`src/sv/lbmp_pkg.sv`:
```
package lbmp_pkg;

    localparam int PRIME_BITS_DEF = 17;
    localparam int VALUE_BITS_DEF = 64;
    localparam int APB_DATA_BITS  = 32;
    localparam int APB_ADDR_BITS  = 3;
    localparam int PRIME_RESET    = 2;

    // register index, taken from paddr[2]
    localparam logic REG_PRIME = 1'b0;

    typedef enum logic [3:0] {
        S_IDLE,
        S_CHECK,
        S_DIV,
        S_LOOP,
        S_MUL_NUM,
        S_MUL_DEN,
        S_POW,
        S_MUL_PACC,
        S_MUL_BASE,
        S_MUL_FIN,
        S_MUL_ACC,
        S_OUT
    } t_state;

endpackage

```
`src/sv/lbmp_if.sv`:
```
interface lbmp_in_if #(
    parameter int VALUE_BITS = lbmp_pkg::VALUE_BITS_DEF
);
    logic                  valid;
    logic                  ready;
    logic [VALUE_BITS-1:0] n_value;
    logic [VALUE_BITS-1:0] k_value;

    modport source (output valid, output n_value, output k_value, input ready);
    modport sink   (input valid, input n_value, input k_value, output ready);
endinterface

interface lbmp_out_if #(
    parameter int PRIME_BITS = lbmp_pkg::PRIME_BITS_DEF
);
    logic                  valid;
    logic                  ready;
    logic [PRIME_BITS-1:0] binomial_mod;

    modport source (output valid, output binomial_mod, input ready);
    modport sink   (input valid, input binomial_mod, output ready);
endinterface

```
`src/sv/lbmp_div.sv`:
```
module lbmp_div #(
    parameter int PRIME_BITS = lbmp_pkg::PRIME_BITS_DEF,
    parameter int VALUE_BITS = lbmp_pkg::VALUE_BITS_DEF
) (
    input  logic                  i_clk,
    input  logic                  i_rst_n,
    input  logic                  i_start,
    input  logic [VALUE_BITS-1:0] i_dividend,
    input  logic [PRIME_BITS-1:0] i_divisor,
    output logic [VALUE_BITS-1:0] o_quot,
    output logic [PRIME_BITS-1:0] o_rem,
    output logic                  o_done
);
    import lbmp_pkg::*;

    localparam int CNT_BITS = $clog2(VALUE_BITS + 1);

    logic [VALUE_BITS-1:0] r_q, n_q;
    logic [PRIME_BITS-1:0] r_rem, n_rem;
    logic [CNT_BITS-1:0]   r_cnt, n_cnt;
    logic                  r_busy, n_busy;
    logic                  r_done, n_done;
    logic [PRIME_BITS:0]   w_trial;
    logic [PRIME_BITS:0]   w_sub;
    logic                  w_bit;

    // restoring division, one quotient bit a cycle from the top
    always_comb begin
        w_trial = {r_rem, r_q[VALUE_BITS-1]};
        w_bit   = (w_trial >= {1'b0, i_divisor});
        w_sub   = w_bit ? (w_trial - {1'b0, i_divisor}) : w_trial;
    end

    always_comb begin
        n_q    = r_q;
        n_rem  = r_rem;
        n_cnt  = r_cnt;
        n_busy = r_busy;
        n_done = 1'b0;
        if (i_start) begin
            n_q    = i_dividend;
            n_rem  = '0;
            n_cnt  = CNT_BITS'(VALUE_BITS);
            n_busy = 1'b1;
        end else if (r_busy) begin
            n_q   = {r_q[VALUE_BITS-2:0], w_bit};
            n_rem = w_sub[PRIME_BITS-1:0];
            n_cnt = r_cnt - 1'b1;
            if (r_cnt == CNT_BITS'(1)) begin
                n_busy = 1'b0;
                n_done = 1'b1;
            end
        end
    end

    always_ff @(posedge i_clk) begin
        if (!i_rst_n) begin
            r_busy <= 1'b0;
            r_done <= 1'b0;
            r_cnt  <= '0;
        end else begin
            r_busy <= n_busy;
            r_done <= n_done;
            r_cnt  <= n_cnt;
        end
        r_q   <= n_q;
        r_rem <= n_rem;
    end

    assign o_quot = r_q;
    assign o_rem  = r_rem;
    assign o_done = r_done;
endmodule

```
`src/sv/lbmp_mulmod.sv`:
```
module lbmp_mulmod #(
    parameter int PRIME_BITS = lbmp_pkg::PRIME_BITS_DEF
) (
    input  logic                  i_clk,
    input  logic                  i_rst_n,
    input  logic                  i_start,
    input  logic [PRIME_BITS-1:0] i_a,
    input  logic [PRIME_BITS-1:0] i_b,
    input  logic [PRIME_BITS-1:0] i_prime,
    output logic [PRIME_BITS-1:0] o_result,
    output logic                  o_done
);
    import lbmp_pkg::*;

    localparam int CNT_BITS = $clog2(PRIME_BITS + 1);

    logic [PRIME_BITS-1:0] r_acc, n_acc;
    logic [PRIME_BITS-1:0] r_a, n_a;
    logic [PRIME_BITS-1:0] r_b, n_b;
    logic [CNT_BITS-1:0]   r_cnt, n_cnt;
    logic                  r_busy, n_busy;
    logic                  r_done, n_done;
    logic [PRIME_BITS:0]   w_dbl, w_dbl_red, w_add, w_add_red, w_p;

    // interleaved shift-add, b taken msb first, both operands below p
    always_comb begin
        w_p       = {1'b0, i_prime};
        w_dbl     = {r_acc, 1'b0};
        w_dbl_red = (w_dbl >= w_p) ? (w_dbl - w_p) : w_dbl;
        w_add     = r_b[PRIME_BITS-1] ? (w_dbl_red + {1'b0, r_a}) : w_dbl_red;
        w_add_red = (w_add >= w_p) ? (w_add - w_p) : w_add;
    end

    always_comb begin
        n_acc  = r_acc;
        n_a    = r_a;
        n_b    = r_b;
        n_cnt  = r_cnt;
        n_busy = r_busy;
        n_done = 1'b0;
        if (i_start) begin
            n_acc  = '0;
            n_a    = i_a;
            n_b    = i_b;
            n_cnt  = CNT_BITS'(PRIME_BITS);
            n_busy = 1'b1;
        end else if (r_busy) begin
            n_acc = w_add_red[PRIME_BITS-1:0];
            n_b   = {r_b[PRIME_BITS-2:0], 1'b0};
            n_cnt = r_cnt - 1'b1;
            if (r_cnt == CNT_BITS'(1)) begin
                n_busy = 1'b0;
                n_done = 1'b1;
            end
        end
    end

    always_ff @(posedge i_clk) begin
        if (!i_rst_n) begin
            r_busy <= 1'b0;
            r_done <= 1'b0;
            r_cnt  <= '0;
        end else begin
            r_busy <= n_busy;
            r_done <= n_done;
            r_cnt  <= n_cnt;
        end
        r_acc <= n_acc;
        r_a   <= n_a;
        r_b   <= n_b;
    end

    assign o_result = r_acc;
    assign o_done   = r_done;
endmodule

```
`src/sv/lucas_binomial_mod_prime_unit.sv`:
```
// binomial coefficient C(n,k) mod p by lucas's theorem
// i_in carries n_value and k_value, o_out carries binomial_mod; a transfer
// happens on a clock edge with valid and ready both high
// p is set through the apb port (register 0 at byte address 0); the user
// must write it only while idle, the block does not enforce this; only the
// low PRIME_BITS bits of pwdata are kept and a read returns p; one item is
// worked at a time: i_in.ready is high only while idle
// per base-p digit the block runs the serial divider (n and k are
// divided side by side), then the falling products with j = min(k_i,
// n_i-k_i), then the fermat inverse; every modular multiply goes one
// bit a cycle through the single shared multiplier
// the walk stops once k runs out of digits or the product reaches zero;
// with p below two no digit is worked and the result is zero, and with
// k zero the result is one
// the result sits in its register with o_out.valid high until taken; a
// stalled receiver simply holds the block in that state
// reset returns p to 2 and drops any item in flight
module lucas_binomial_mod_prime_unit #(
    parameter int PRIME_BITS = lbmp_pkg::PRIME_BITS_DEF,
    parameter int VALUE_BITS = lbmp_pkg::VALUE_BITS_DEF
) (
    input  logic                                i_clk,
    input  logic                                i_rst_n,
    lbmp_in_if.sink                             i_in,
    lbmp_out_if.source                          o_out,
    input  logic                                psel,
    input  logic                                penable,
    input  logic                                pwrite,
    input  logic [lbmp_pkg::APB_ADDR_BITS-1:0]  paddr,
    input  logic [lbmp_pkg::APB_DATA_BITS-1:0]  pwdata,
    output logic [lbmp_pkg::APB_DATA_BITS-1:0]  prdata,
    output logic                                pready
);
    import lbmp_pkg::*;

    t_state r_state, n_state;

    logic [PRIME_BITS-1:0] r_prime;
    logic [VALUE_BITS-1:0] r_n, n_n;
    logic [VALUE_BITS-1:0] r_k, n_k;
    logic [PRIME_BITS-1:0] r_acc, n_acc;
    logic [PRIME_BITS-1:0] r_top, n_top;
    logic [PRIME_BITS-1:0] r_j, n_j;
    logic [PRIME_BITS-1:0] r_i, n_i;
    logic [PRIME_BITS-1:0] r_num, n_num;
    logic [PRIME_BITS-1:0] r_den, n_den;
    logic [PRIME_BITS-1:0] r_base, n_base;
    logic [PRIME_BITS-1:0] r_pacc, n_pacc;
    logic [PRIME_BITS-1:0] r_expo, n_expo;
    logic                  r_issued, n_issued;

    logic                  w_in_xfer, w_out_xfer, w_cfg_wr;
    logic                  w_div_start, w_n_done, w_k_done;
    logic [VALUE_BITS-1:0] w_n_quot, w_k_quot;
    logic [PRIME_BITS-1:0] w_n_rem, w_k_rem, w_diff;
    logic                  w_mul_state, w_mul_start, w_mul_done;
    logic [PRIME_BITS-1:0] w_mul_a, w_mul_b, w_mul_res;

    // configuration port
    assign pready   = 1'b1;
    assign w_cfg_wr = psel && penable && pwrite && (paddr[2] == REG_PRIME);
    assign prdata   = (paddr[2] == REG_PRIME) ? APB_DATA_BITS'(r_prime) : '0;

    always_ff @(posedge i_clk) begin
        if (!i_rst_n) begin
            r_prime <= PRIME_BITS'(PRIME_RESET);
        end else if (w_cfg_wr) begin
            r_prime <= pwdata[PRIME_BITS-1:0];
        end
    end

    assign w_in_xfer  = i_in.valid && i_in.ready;
    assign w_out_xfer = o_out.valid && o_out.ready;

    lbmp_div #(.PRIME_BITS(PRIME_BITS), .VALUE_BITS(VALUE_BITS)) u_div_n (
        .i_clk      (i_clk),
        .i_rst_n    (i_rst_n),
        .i_start    (w_div_start),
        .i_dividend (r_n),
        .i_divisor  (r_prime),
        .o_quot     (w_n_quot),
        .o_rem      (w_n_rem),
        .o_done     (w_n_done)
    );

    lbmp_div #(.PRIME_BITS(PRIME_BITS), .VALUE_BITS(VALUE_BITS)) u_div_k (
        .i_clk      (i_clk),
        .i_rst_n    (i_rst_n),
        .i_start    (w_div_start),
        .i_dividend (r_k),
        .i_divisor  (r_prime),
        .o_quot     (w_k_quot),
        .o_rem      (w_k_rem),
        .o_done     (w_k_done)
    );

    lbmp_mulmod #(.PRIME_BITS(PRIME_BITS)) u_mul (
        .i_clk    (i_clk),
        .i_rst_n  (i_rst_n),
        .i_start  (w_mul_start),
        .i_a      (w_mul_a),
        .i_b      (w_mul_b),
        .i_prime  (r_prime),
        .o_result (w_mul_res),
        .o_done   (w_mul_done)
    );

    // multiplier operands by state
    always_comb begin
        w_mul_a = r_acc;
        w_mul_b = r_num;
        case (r_state)
            S_MUL_NUM: begin
                w_mul_a = r_num;
                w_mul_b = r_top - r_i;
            end
            S_MUL_DEN: begin
                w_mul_a = r_den;
                w_mul_b = r_j - r_i;
            end
            S_MUL_PACC: begin
                w_mul_a = r_pacc;
                w_mul_b = r_base;
            end
            S_MUL_BASE: begin
                w_mul_a = r_base;
                w_mul_b = r_base;
            end
            S_MUL_FIN: begin
                w_mul_a = r_num;
                w_mul_b = r_pacc;
            end
            default: begin
                w_mul_a = r_acc;
                w_mul_b = r_num;
            end
        endcase
    end

    // next state
    always_comb begin
        n_state = r_state;
        case (r_state)
            S_IDLE: begin
                if (w_in_xfer) begin
                    n_state = (r_prime < PRIME_BITS'(2)) ? S_OUT : S_CHECK;
                end
            end
            S_CHECK: begin
                n_state = ((r_k == '0) || (r_acc == '0)) ? S_OUT : S_DIV;
            end
            S_DIV: begin
                if (w_n_done && w_k_done) begin
                    n_state = ((w_k_rem >= w_n_rem)) ? S_CHECK : S_LOOP;
                end
            end
            S_LOOP:     n_state = (r_i == r_j) ? S_POW : S_MUL_NUM;
            S_MUL_NUM:  if (w_mul_done) n_state = S_MUL_DEN;
            S_MUL_DEN:  if (w_mul_done) n_state = S_LOOP;
            S_POW: begin
                if (r_expo == '0) begin
                    n_state = S_MUL_FIN;
                end else if (r_expo[0]) begin
                    n_state = S_MUL_PACC;
                end else begin
                    n_state = S_MUL_BASE;
                end
            end
            S_MUL_PACC: if (w_mul_done) n_state = S_MUL_BASE;
            S_MUL_BASE: if (w_mul_done) n_state = S_POW;
            S_MUL_FIN:  if (w_mul_done) n_state = S_MUL_ACC;
            S_MUL_ACC:  if (w_mul_done) n_state = S_CHECK;
            S_OUT:      if (w_out_xfer) n_state = S_IDLE;
            default:    n_state = S_IDLE;
        endcase
    end

    // handshake and unit strobes
    always_comb begin
        i_in.ready  = 1'b0;
        o_out.valid = 1'b0;
        w_div_start = 1'b0;
        w_mul_state = 1'b0;
        case (r_state)
            S_IDLE:  i_in.ready  = 1'b1;
            S_OUT:   o_out.valid = 1'b1;
            S_CHECK: w_div_start = (r_k != '0) && (r_acc != '0);
            S_MUL_NUM, S_MUL_DEN, S_MUL_PACC, S_MUL_BASE, S_MUL_FIN, S_MUL_ACC: begin
                w_mul_state = 1'b1;
            end
            default: begin
                i_in.ready  = 1'b0;
                o_out.valid = 1'b0;
            end
        endcase
    end

    assign w_mul_start        = w_mul_state && !r_issued;
    assign o_out.binomial_mod = r_acc;
    assign w_diff             = w_n_rem - w_k_rem;

    // datapath
    always_comb begin
        n_n      = r_n;
        n_k      = r_k;
        n_acc    = r_acc;
        n_top    = r_top;
        n_j      = r_j;
        n_i      = r_i;
        n_num    = r_num;
        n_den    = r_den;
        n_base   = r_base;
        n_pacc   = r_pacc;
        n_expo   = r_expo;
        n_issued = r_issued;
        if (w_mul_start) begin
            n_issued = 1'b1;
        end
        if (w_mul_done) begin
            n_issued = 1'b0;
        end
        case (r_state)
            S_IDLE: begin
                n_n   = i_in.n_value;
                n_k   = i_in.k_value;
                n_acc = (r_prime < PRIME_BITS'(2)) ? '0 : PRIME_BITS'(1);
            end
            S_DIV: begin
                if (w_n_done && w_k_done) begin
                    n_n   = w_n_quot;
                    n_k   = w_k_quot;
                    n_top = w_n_rem;
                    n_j   = (w_k_rem > w_diff) ? w_diff : w_k_rem;
                    n_i   = '0;
                    n_num = PRIME_BITS'(1);
                    n_den = PRIME_BITS'(1);
                    // digit of k above digit of n kills the product
                    if (w_k_rem > w_n_rem) begin
                        n_acc = '0;
                    end
                end
            end
            S_LOOP: begin
                if (r_i == r_j) begin
                    n_base = r_den;
                    n_expo = r_prime - PRIME_BITS'(2);
                    n_pacc = PRIME_BITS'(1);
                end
            end
            S_MUL_NUM:  if (w_mul_done) n_num = w_mul_res;
            S_MUL_DEN: begin
                if (w_mul_done) begin
                    n_den = w_mul_res;
                    n_i   = r_i + 1'b1;
                end
            end
            S_MUL_PACC: if (w_mul_done) n_pacc = w_mul_res;
            S_MUL_BASE: begin
                if (w_mul_done) begin
                    n_base = w_mul_res;
                    n_expo = r_expo >> 1;
                end
            end
            S_MUL_FIN:  if (w_mul_done) n_num = w_mul_res;
            S_MUL_ACC:  if (w_mul_done) n_acc = w_mul_res;
            default: begin
                n_acc = r_acc;
            end
        endcase
    end

    always_ff @(posedge i_clk) begin
        if (!i_rst_n) begin
            r_state  <= S_IDLE;
            r_issued <= 1'b0;
        end else begin
            r_state  <= n_state;
            r_issued <= n_issued;
        end
        r_n    <= n_n;
        r_k    <= n_k;
        r_acc  <= n_acc;
        r_top  <= n_top;
        r_j    <= n_j;
        r_i    <= n_i;
        r_num  <= n_num;
        r_den  <= n_den;
        r_base <= n_base;
        r_pacc <= n_pacc;
        r_expo <= n_expo;
    end
endmodule

```
`src/flat_wrapper.sv`:
```
// flat-port wrapper written by rule: the top's interface ports become plain ports
module lucas_binomial_mod_prime_unit_flat import lbmp_pkg::*;
#(
    parameter int PRIME_BITS = lbmp_pkg::PRIME_BITS_DEF,
    parameter int VALUE_BITS = lbmp_pkg::VALUE_BITS_DEF
)
  (i_clk, i_rst_n, psel, penable, pwrite, paddr, pwdata, prdata, pready, i_in_valid, i_in_n_value, i_in_k_value, i_in_ready, o_out_valid, o_out_binomial_mod, o_out_ready);
  lbmp_in_if #(.VALUE_BITS(VALUE_BITS)) i_in_i ();
  lbmp_out_if #(.PRIME_BITS(PRIME_BITS)) o_out_i ();
  input  logic i_clk;
  input  logic i_rst_n;
  input  logic psel;
  input  logic penable;
  input  logic pwrite;
  input  logic [lbmp_pkg::APB_ADDR_BITS-1:0] paddr;
  input  logic [lbmp_pkg::APB_DATA_BITS-1:0] pwdata;
  output logic [lbmp_pkg::APB_DATA_BITS-1:0] prdata;
  output logic pready;
  input wire logic [$bits(i_in_i.valid)-1:0] i_in_valid;
  input wire logic [$bits(i_in_i.n_value)-1:0] i_in_n_value;
  input wire logic [$bits(i_in_i.k_value)-1:0] i_in_k_value;
  output wire logic [$bits(i_in_i.ready)-1:0] i_in_ready;
  output wire logic [$bits(o_out_i.valid)-1:0] o_out_valid;
  output wire logic [$bits(o_out_i.binomial_mod)-1:0] o_out_binomial_mod;
  input wire logic [$bits(o_out_i.ready)-1:0] o_out_ready;
  assign i_in_i.valid = i_in_valid;
  assign i_in_i.n_value = i_in_n_value;
  assign i_in_i.k_value = i_in_k_value;
  assign i_in_ready = i_in_i.ready;
  assign o_out_valid = o_out_i.valid;
  assign o_out_binomial_mod = o_out_i.binomial_mod;
  assign o_out_i.ready = o_out_ready;
  lucas_binomial_mod_prime_unit #(.PRIME_BITS(PRIME_BITS), .VALUE_BITS(VALUE_BITS)) u_core (.i_clk(i_clk), .i_rst_n(i_rst_n), .i_in(i_in_i), .o_out(o_out_i), .psel(psel), .penable(penable), .pwrite(pwrite), .paddr(paddr), .pwdata(pwdata), .prdata(prdata), .pready(pready));
endmodule
```
`config.mk`:
```
export PLATFORM = sky130hd
export DESIGN_NAME = lucas_binomial_mod_prime_unit_flat
export DESIGN_NICKNAME = d
export VERILOG_FILES = /design/src/sv/lbmp_pkg.sv /design/src/sv/lbmp_if.sv /design/src/sv/lbmp_div.sv /design/src/sv/lbmp_mulmod.sv /design/src/sv/lucas_binomial_mod_prime_unit.sv /design/src/flat_wrapper.sv
export SDC_FILE = /design/constraint.sdc
export NUM_CORES = 1
export LEC_CHECK = 0
export CORE_ASPECT_RATIO = 1.5
export CORE_UTILIZATION = 31
export CTS_CLUSTER_SIZE = 10
export DETAILED_ROUTE_END_ITERATION = 8
export DONT_BUFFER_PORTS = 1
export GPL_TIMING_DRIVEN = 0
export PLACE_DENSITY_LB_ADDON = 0.05
export SYNTH_ARGS = -nofsm -noshare
export SYNTH_HDL_FRONTEND = slang
export SYNTH_SLANG_ARGS = --single-unit
```
`constraint.sdc`:
```
create_clock -name i_clk -period 19 [get_ports i_clk]
set_input_delay 3.8 -clock i_clk [delete_from_list [all_inputs] [get_ports i_clk]]
set_output_delay 3.8 -clock i_clk [all_outputs]
set_load 0.01 [all_outputs]
```
==> impl_metrics.toml, run 1 <==
[worst_setup_path]
crit_path_end_kind = "register"
worstPathArrival_ps = 9450
worstPathMaxFanout = 10
worstSetupPathType = "reg -> reg"
crit_slowest_cell = "dfxtp_1"
max_stage_delay_ps = 760
cp_common_cell = "nor2_1"
cp-start-kind = "register"
crit_required_ps = 19580

[timing]
rsz0062_at_grt = "false"
post-route-period-util_pct = 46.7
fin_setup_tns_ps = 0
finalClockSkew_ps = 17.7
worstMarginPinSlew_ps = 1190
min_period_ps = 8870
worst_slew_margin_rel_pct = 20.2
finalHoldViolations = 0
setup_ws_ps = 10130
setup_viol = 0
fmax_ghz = 0.113
finalMaxSlewViolations = 0

[synthesis]
ys_seq_area_share_pct = 49.0
yosysTopAreaCell = "edfxtp_1"
synth_area_mm2 = 0.0311
ys_warn_count = 0
ys_async_sr_fraction_pct = 0
synth_edf_count = 443
syn_inst = 2836
synth-main-ff-cell = "edfxtp_1"
synth.ff_latch_count = 541
yosysUniqueCellTypes = 83
synth_top_area_share_pct = 42.7
ys_top_cells_by_area = "edfxtp_1, mux2_2, ha_1, dfxtp_1, nor2_1"
avgSynthCellArea_um2 = 11.0

[clock_network]
clockBufferDepth = 3
holdBufCountCts = 0
clockRootBuffer = "clkbuf_16"
tritoncts = "built"
cts_buffers = 67
clkTransAtPathRegs_ps = 60
insertion_delay_ps = 650
cts_max_level = 3
cts_resized = 0
clock-sinks = 541
cts_setup_buffers = 0

[cells_and_area]
multiInputGateArea_mm2 = 0.0150
postLayoutCellArea_mm2 = 0.0351
regArea_mm2 = 0.0153
fillCellCount = 9966
stdcell_count = 4267
syn2layout_area_growth_pct = 12.8
drive_gt1_share_pct = 14.4
final_nets = 3267

[outcome]
violations = "design-rule violations"
outcome = "finished, violations left"

[route]
dr.pass1.iters = 8
vias = 22900
wl_per_cell_um = 25.4
vias_per_cell = 5.37
ant_nets = 0
drt_iter0_drc = 1523
wl_met1_mm = 39.8
drc = 12
top_layer_used = "met5"
dr_wl_met3_mm = 5.40
wl_met2_mm = 58.0
wl_mm = 108

[global_route]
grt_start_max_net_pins = 59
grt.overflow.total = 0
grt_pass1_vias = 23900
track_usage_pct = 21.1
antenna_found_initial = 22
grt_pass1_wl_mm = 158

[die]
die_area_mm2 = 0.102
die_w_um = 261
start_util_pct = 31.2
ios = 222
fp.dieH_um = 390
num_rows = 142
core-area_mm2 = 0.0997

[run]
cap_violations = 0

[place]
placed_area_mm2 = 0.0331
gp_congestion = 0.892
pre_cts_ws_ps = 10060
portBuffers = 0
placed_cells = 4157
dpl.hpwl_mm = 84.4

[worst_hold_path]
hold_class = "reg -> reg"
cell type report:
cell class                 instances  share of cell area [%]
timing repair buffer              11                   0.677
tap                             1296                    4.62
sequential                       541                    43.5
clock inverter                    16                   0.595
clock buffer                      88                    5.09
buffer                           138                    1.70
antenna                            6                  0.0428
multi-input combinational       2067                    42.7
inverter                         104                    1.11
critical path: cells and delay by family (launching register included):
| kind | cells | cell delay (ps) |
|---|---|---|
| compound gates | 11 | 2920 |
| simple gates | 9 | 1890 |
| buf+inv | 5 | 1740 |
| fa+ha+maj | 4 | 1480 |
| flops | 1 | 760 |
cell usage after synthesis (all sizes together) (54+ instances only):
cell type and number:
a21o 54, a21oi 122, clkbuf 105, dfxtp 98, edfxtp 443, ha 159, inv 104, mux2 280
nand2 218, nand3 65, nor2 236, nor3 58, o21ai 145, xnor2 95
kinds of logic (layout without fill, tap and decap cells):
| logic type | after synthesis | in the layout | synth area share, % |
|---|---|---|---|
| simple gates | 835 | 835 | 12.9 |
| mux | 313 | 313 | 11.2 |
| buf+inv | 242 | 357 | 3.16 |
| other cells | 2 | 22 | 0.0241 |
| compound gates | 603 | 603 | 13.1 |
| xor+xnor | 133 | 133 | 3.74 |
| fa+ha+maj | 167 | 167 | 6.90 |
| flops | 541 | 541 | 49.0 |
routing by layer:
| metal | GRT usage (%) | vias up |
|---|---|---|
| li1 | - | 10800 |
| met4 | 9.98 | 28 |
| met2 | 39.7 | 606 |
| met1 | 21.9 | 11300 |
| met3 | 4.32 | 191 |
| met5 | 0 | - |
cells in the final DEF (no fill, tap or decap), drive strengths merged, types with 24 or more instances in the layout:
cell	netlist	final
edfxtp	443	443
mux2	280	280
nor2	236	236
nand2	218	218
clkbuf	105	194
ha	159	159
o21ai	145	145
a21oi	122	122
inv	104	105
dfxtp	98	98
xnor2	95	95
nand3	65	65
nor3	58	58
a21o	54	54
buf	33	43
nor4	40	40
a31oi	39	39
xor2	38	38
and2	34	34
and3	33	33
mux2i	33	33
nand4	33	33
nand2b	26	26
a21boi	25	25
nor2b	24	24
or3	24	24
per-stage QoR:
stage	hold slack, ps	util (%)
after floorplan	443	-
after global placement	467	32.9
after detailed placement	479	33.2
after CTS	487	35.2
after global routing	515	35.2
final	484	35.2
worst paths after layout:
check                         start                         to  slack [ps]  cells after the start
setup / recovery  u_core.r_prime[1]  u_core.u_mul.o_result[12]       10130                     29
hold / removal    u_core.r_prime[5]          u_core.r_prime[5]         480                      2
setup reg to reg  u_core.r_prime[1]  u_core.u_mul.o_result[12]       10130                     29
hold reg to reg   u_core.r_prime[5]          u_core.r_prime[5]         480                      2
sequential cells by signal, summed over array words and instances (netlist names), 4 cells and up:
register,flops
u_core.r_k,64
u_core.r_n,64
u_core.u_div_k.o_quot,64
u_core.u_div_n.o_quot,64
u_core.o_out.binomial_mod,17
u_core.r_base,17
u_core.r_den,17
u_core.r_expo,17
u_core.r_i,17
u_core.r_j,17
u_core.r_num,17
u_core.r_pacc,17
u_core.r_prime,17
u_core.r_top,17
u_core.u_div_k.o_rem,17
u_core.u_div_n.o_rem,17
u_core.u_mul.o_result,17
u_core.u_mul.r_a,17
u_core.u_mul.r_b,17
u_core.u_div_k.r_cnt,7
u_core.u_div_n.r_cnt,7
u_core.u_mul.r_cnt,5
u_core.r_state,4
Power of run 1 is not shown: default switching activity piles up to over one toggle a cycle in this logic, so the estimate is an artifact.
==> run 2, diff against run 1 <==
==> constraint.sdc (replaced) <==
create_clock -name i_clk -period 9.3 [get_ports i_clk]
set_input_delay 1.86 -clock i_clk [delete_from_list [all_inputs] [get_ports i_clk]]
set_output_delay 1.86 -clock i_clk [all_outputs]
set_load 0.01 [all_outputs]
==> impl_metrics.toml, run 2 (synthesis gave the netlist of run 1 again) <==
[global_route]
track_usage_pct = 21.2
grt_pass1_vias = 23900
antenna_found_initial = 20
grt.overflow.total = 0
grt_start_max_net_pins = 53
grt_pass1_wl_mm = 158

[clock_network]
clkTransAtPathRegs_ps = 60
holdBufCountCts = 0
cts_buffers = 67
clockBufferDepth = 3
insertion_delay_ps = 650
cts_max_level = 3
clockRootBuffer = "clkbuf_16"
tritoncts = "built"
clock-sinks = 541

[timing]
worstMarginPinSlew_ps = 1280
finalMaxSlewViolations = 0
setup_viol = 0
finalHoldViolations = 0
worst_slew_margin_rel_pct = 14.4
setup_ws_ps = 614
finalClockSkew_ps = 33.8
rsz0062_at_grt = "false"
post-route-period-util_pct = 93.4
min_period_ps = 8690
fmax_ghz = 0.115

[worst_setup_path]
crit_required_ps = 9840
worstPathMaxFanout = 10
worstPathArrival_ps = 9230
max_stage_delay_ps = 660
reg2reg_depth = 29
crit_path_end_kind = "register"
cp-start-kind = "register"
crit_slowest_cell = "dfxtp_1"
worstSetupPathType = "reg -> reg"

[cells_and_area]
final_common_cell = "edfxtp_1"
regArea_mm2 = 0.0153
multiInputGateArea_mm2 = 0.0150
drive_gt1_share_pct = 14.4
fillCellCount = 9984
final_cell_mix = "edfxtp_1, mux2_2, nor2_1"
final_nets = 3270
final_util_pct = 35.3
syn2layout_area_growth_pct = 13.0

[power]
power.internal_uw = 9190
power_density_mw_per_mm2 = 474
irDropWorstVdd_mv = 0.246
pwr-share-clk_pct = 15.1
power_switching_uw = 7470
p_seq_share_pct = 28.8
leakagePower_uw = 0.0124
comb_power_share_pct = 56.1
switching_share_pct = 44.8

[route]
dr.pass1.iters = 9
wl_mm = 109
wl_per_cell_um = 25.4
vias_per_cell = 5.39
drt_iter0_drc = 1537
ant_nets = 0
vias = 23100
drc = 14

[place]
portBuffers = 0
gp_congestion = 0.901
dpl.hpwl_mm = 84.7
pre_cts_ws_ps = 452

[outcome]
outcome = "finished, violations left"
violations = "design-rule violations"

[die]
num_rows = 142
die_area_mm2 = 0.102
die_w_um = 261
ios = 222
fp.dieH_um = 390
core-area_mm2 = 0.0997
start_util_pct = 31.2

[worst_hold_path]
holdPathStages = 2
hold_class = "reg -> reg"

[run]
cap_violations = 0
## run 2: repair_timing
item                                    4_1_cts  5_1_grt
buffers inserted                              0        3
endpoints found under the setup margin        0        8
resized for setup                             0        1
## run 2: path summary, 6_finish.rpt
kind | from | end | slack [ps]
hold reg to reg | u_core.r_prime[5] | u_core.r_prime[5] | 480
hold / removal | u_core.r_prime[5] | u_core.r_prime[5] | 480
setup reg to reg | u_core.r_prime[0] | u_core.u_mul.o_result[10] | 610
setup / recovery | u_core.r_prime[0] | u_core.u_mul.o_result[10] | 610
## run 2: cell type report
class / instances / area share, %
plain buffers: 138 / 1.69
well taps: 1296 / 4.61
repair buffers: 14 / 0.761
clock buffers: 99 / 5.20
inverters: 104 / 1.12
flip-flops and latches: 541 / 43.4
clock inverters: 16 / 0.566
diodes: 4 / 0.0285
multi-input cells: 2067 / 42.6
## run 2: power groups by stage
stage               sequential (uW)  combinational [uW]  clock, uW
floorplan                      4540                6750          0
global route                   4900               10300       2660
CTS                            4820                9400       2600
finish                         4800                9340       2510
detailed placement             4860                9340          0
global placement               4950                9020          0
## run 2: per-layer routing
layer	wire length (um)	vias up	part of all wire (%)	track usage [%]
li1	-	10900	-	-
met1	39800	11400	37	21.8
met2	58000	581	53	40.0
met5	161	-	0.15	0
met4	5570	26	5.1	10.7
met3	4990	202	4.6	3.90
## run 2: critical path, delay by kind of cell (launching register included)
kind | cells | cell delay (ps)
simple gates | 9 | 1880
fa+ha+maj | 4 | 1470
flops | 1 | 660
compound gates | 11 | 3050
buf+inv | 5 | 1540
## run 2: stage by stage
| stage | total power [uW] | instance area (um2) | hold slack (ps) | cells | TNS (ps) |
|---|---|---|---|---|---|
| 2_1_floorplan | 11300 | 31200 | 443 | 2850 | 0 |
| 3_3_place_gp | 14000 | 32800 | 464 | 4146 | -370360 |
| 3_5_place_dp | 14200 | 33100 | 480 | 4157 | 0 |
| 4_1_cts | 16800 | 35100 | 488 | 4272 | 0 |
| 5_1_grt | 17900 | 35200 | 505 | 4275 | 0 |
| 6_report | 16700 | 35200 | 481 | 4279 | 0 |
(Power assumes the default switching activity.)
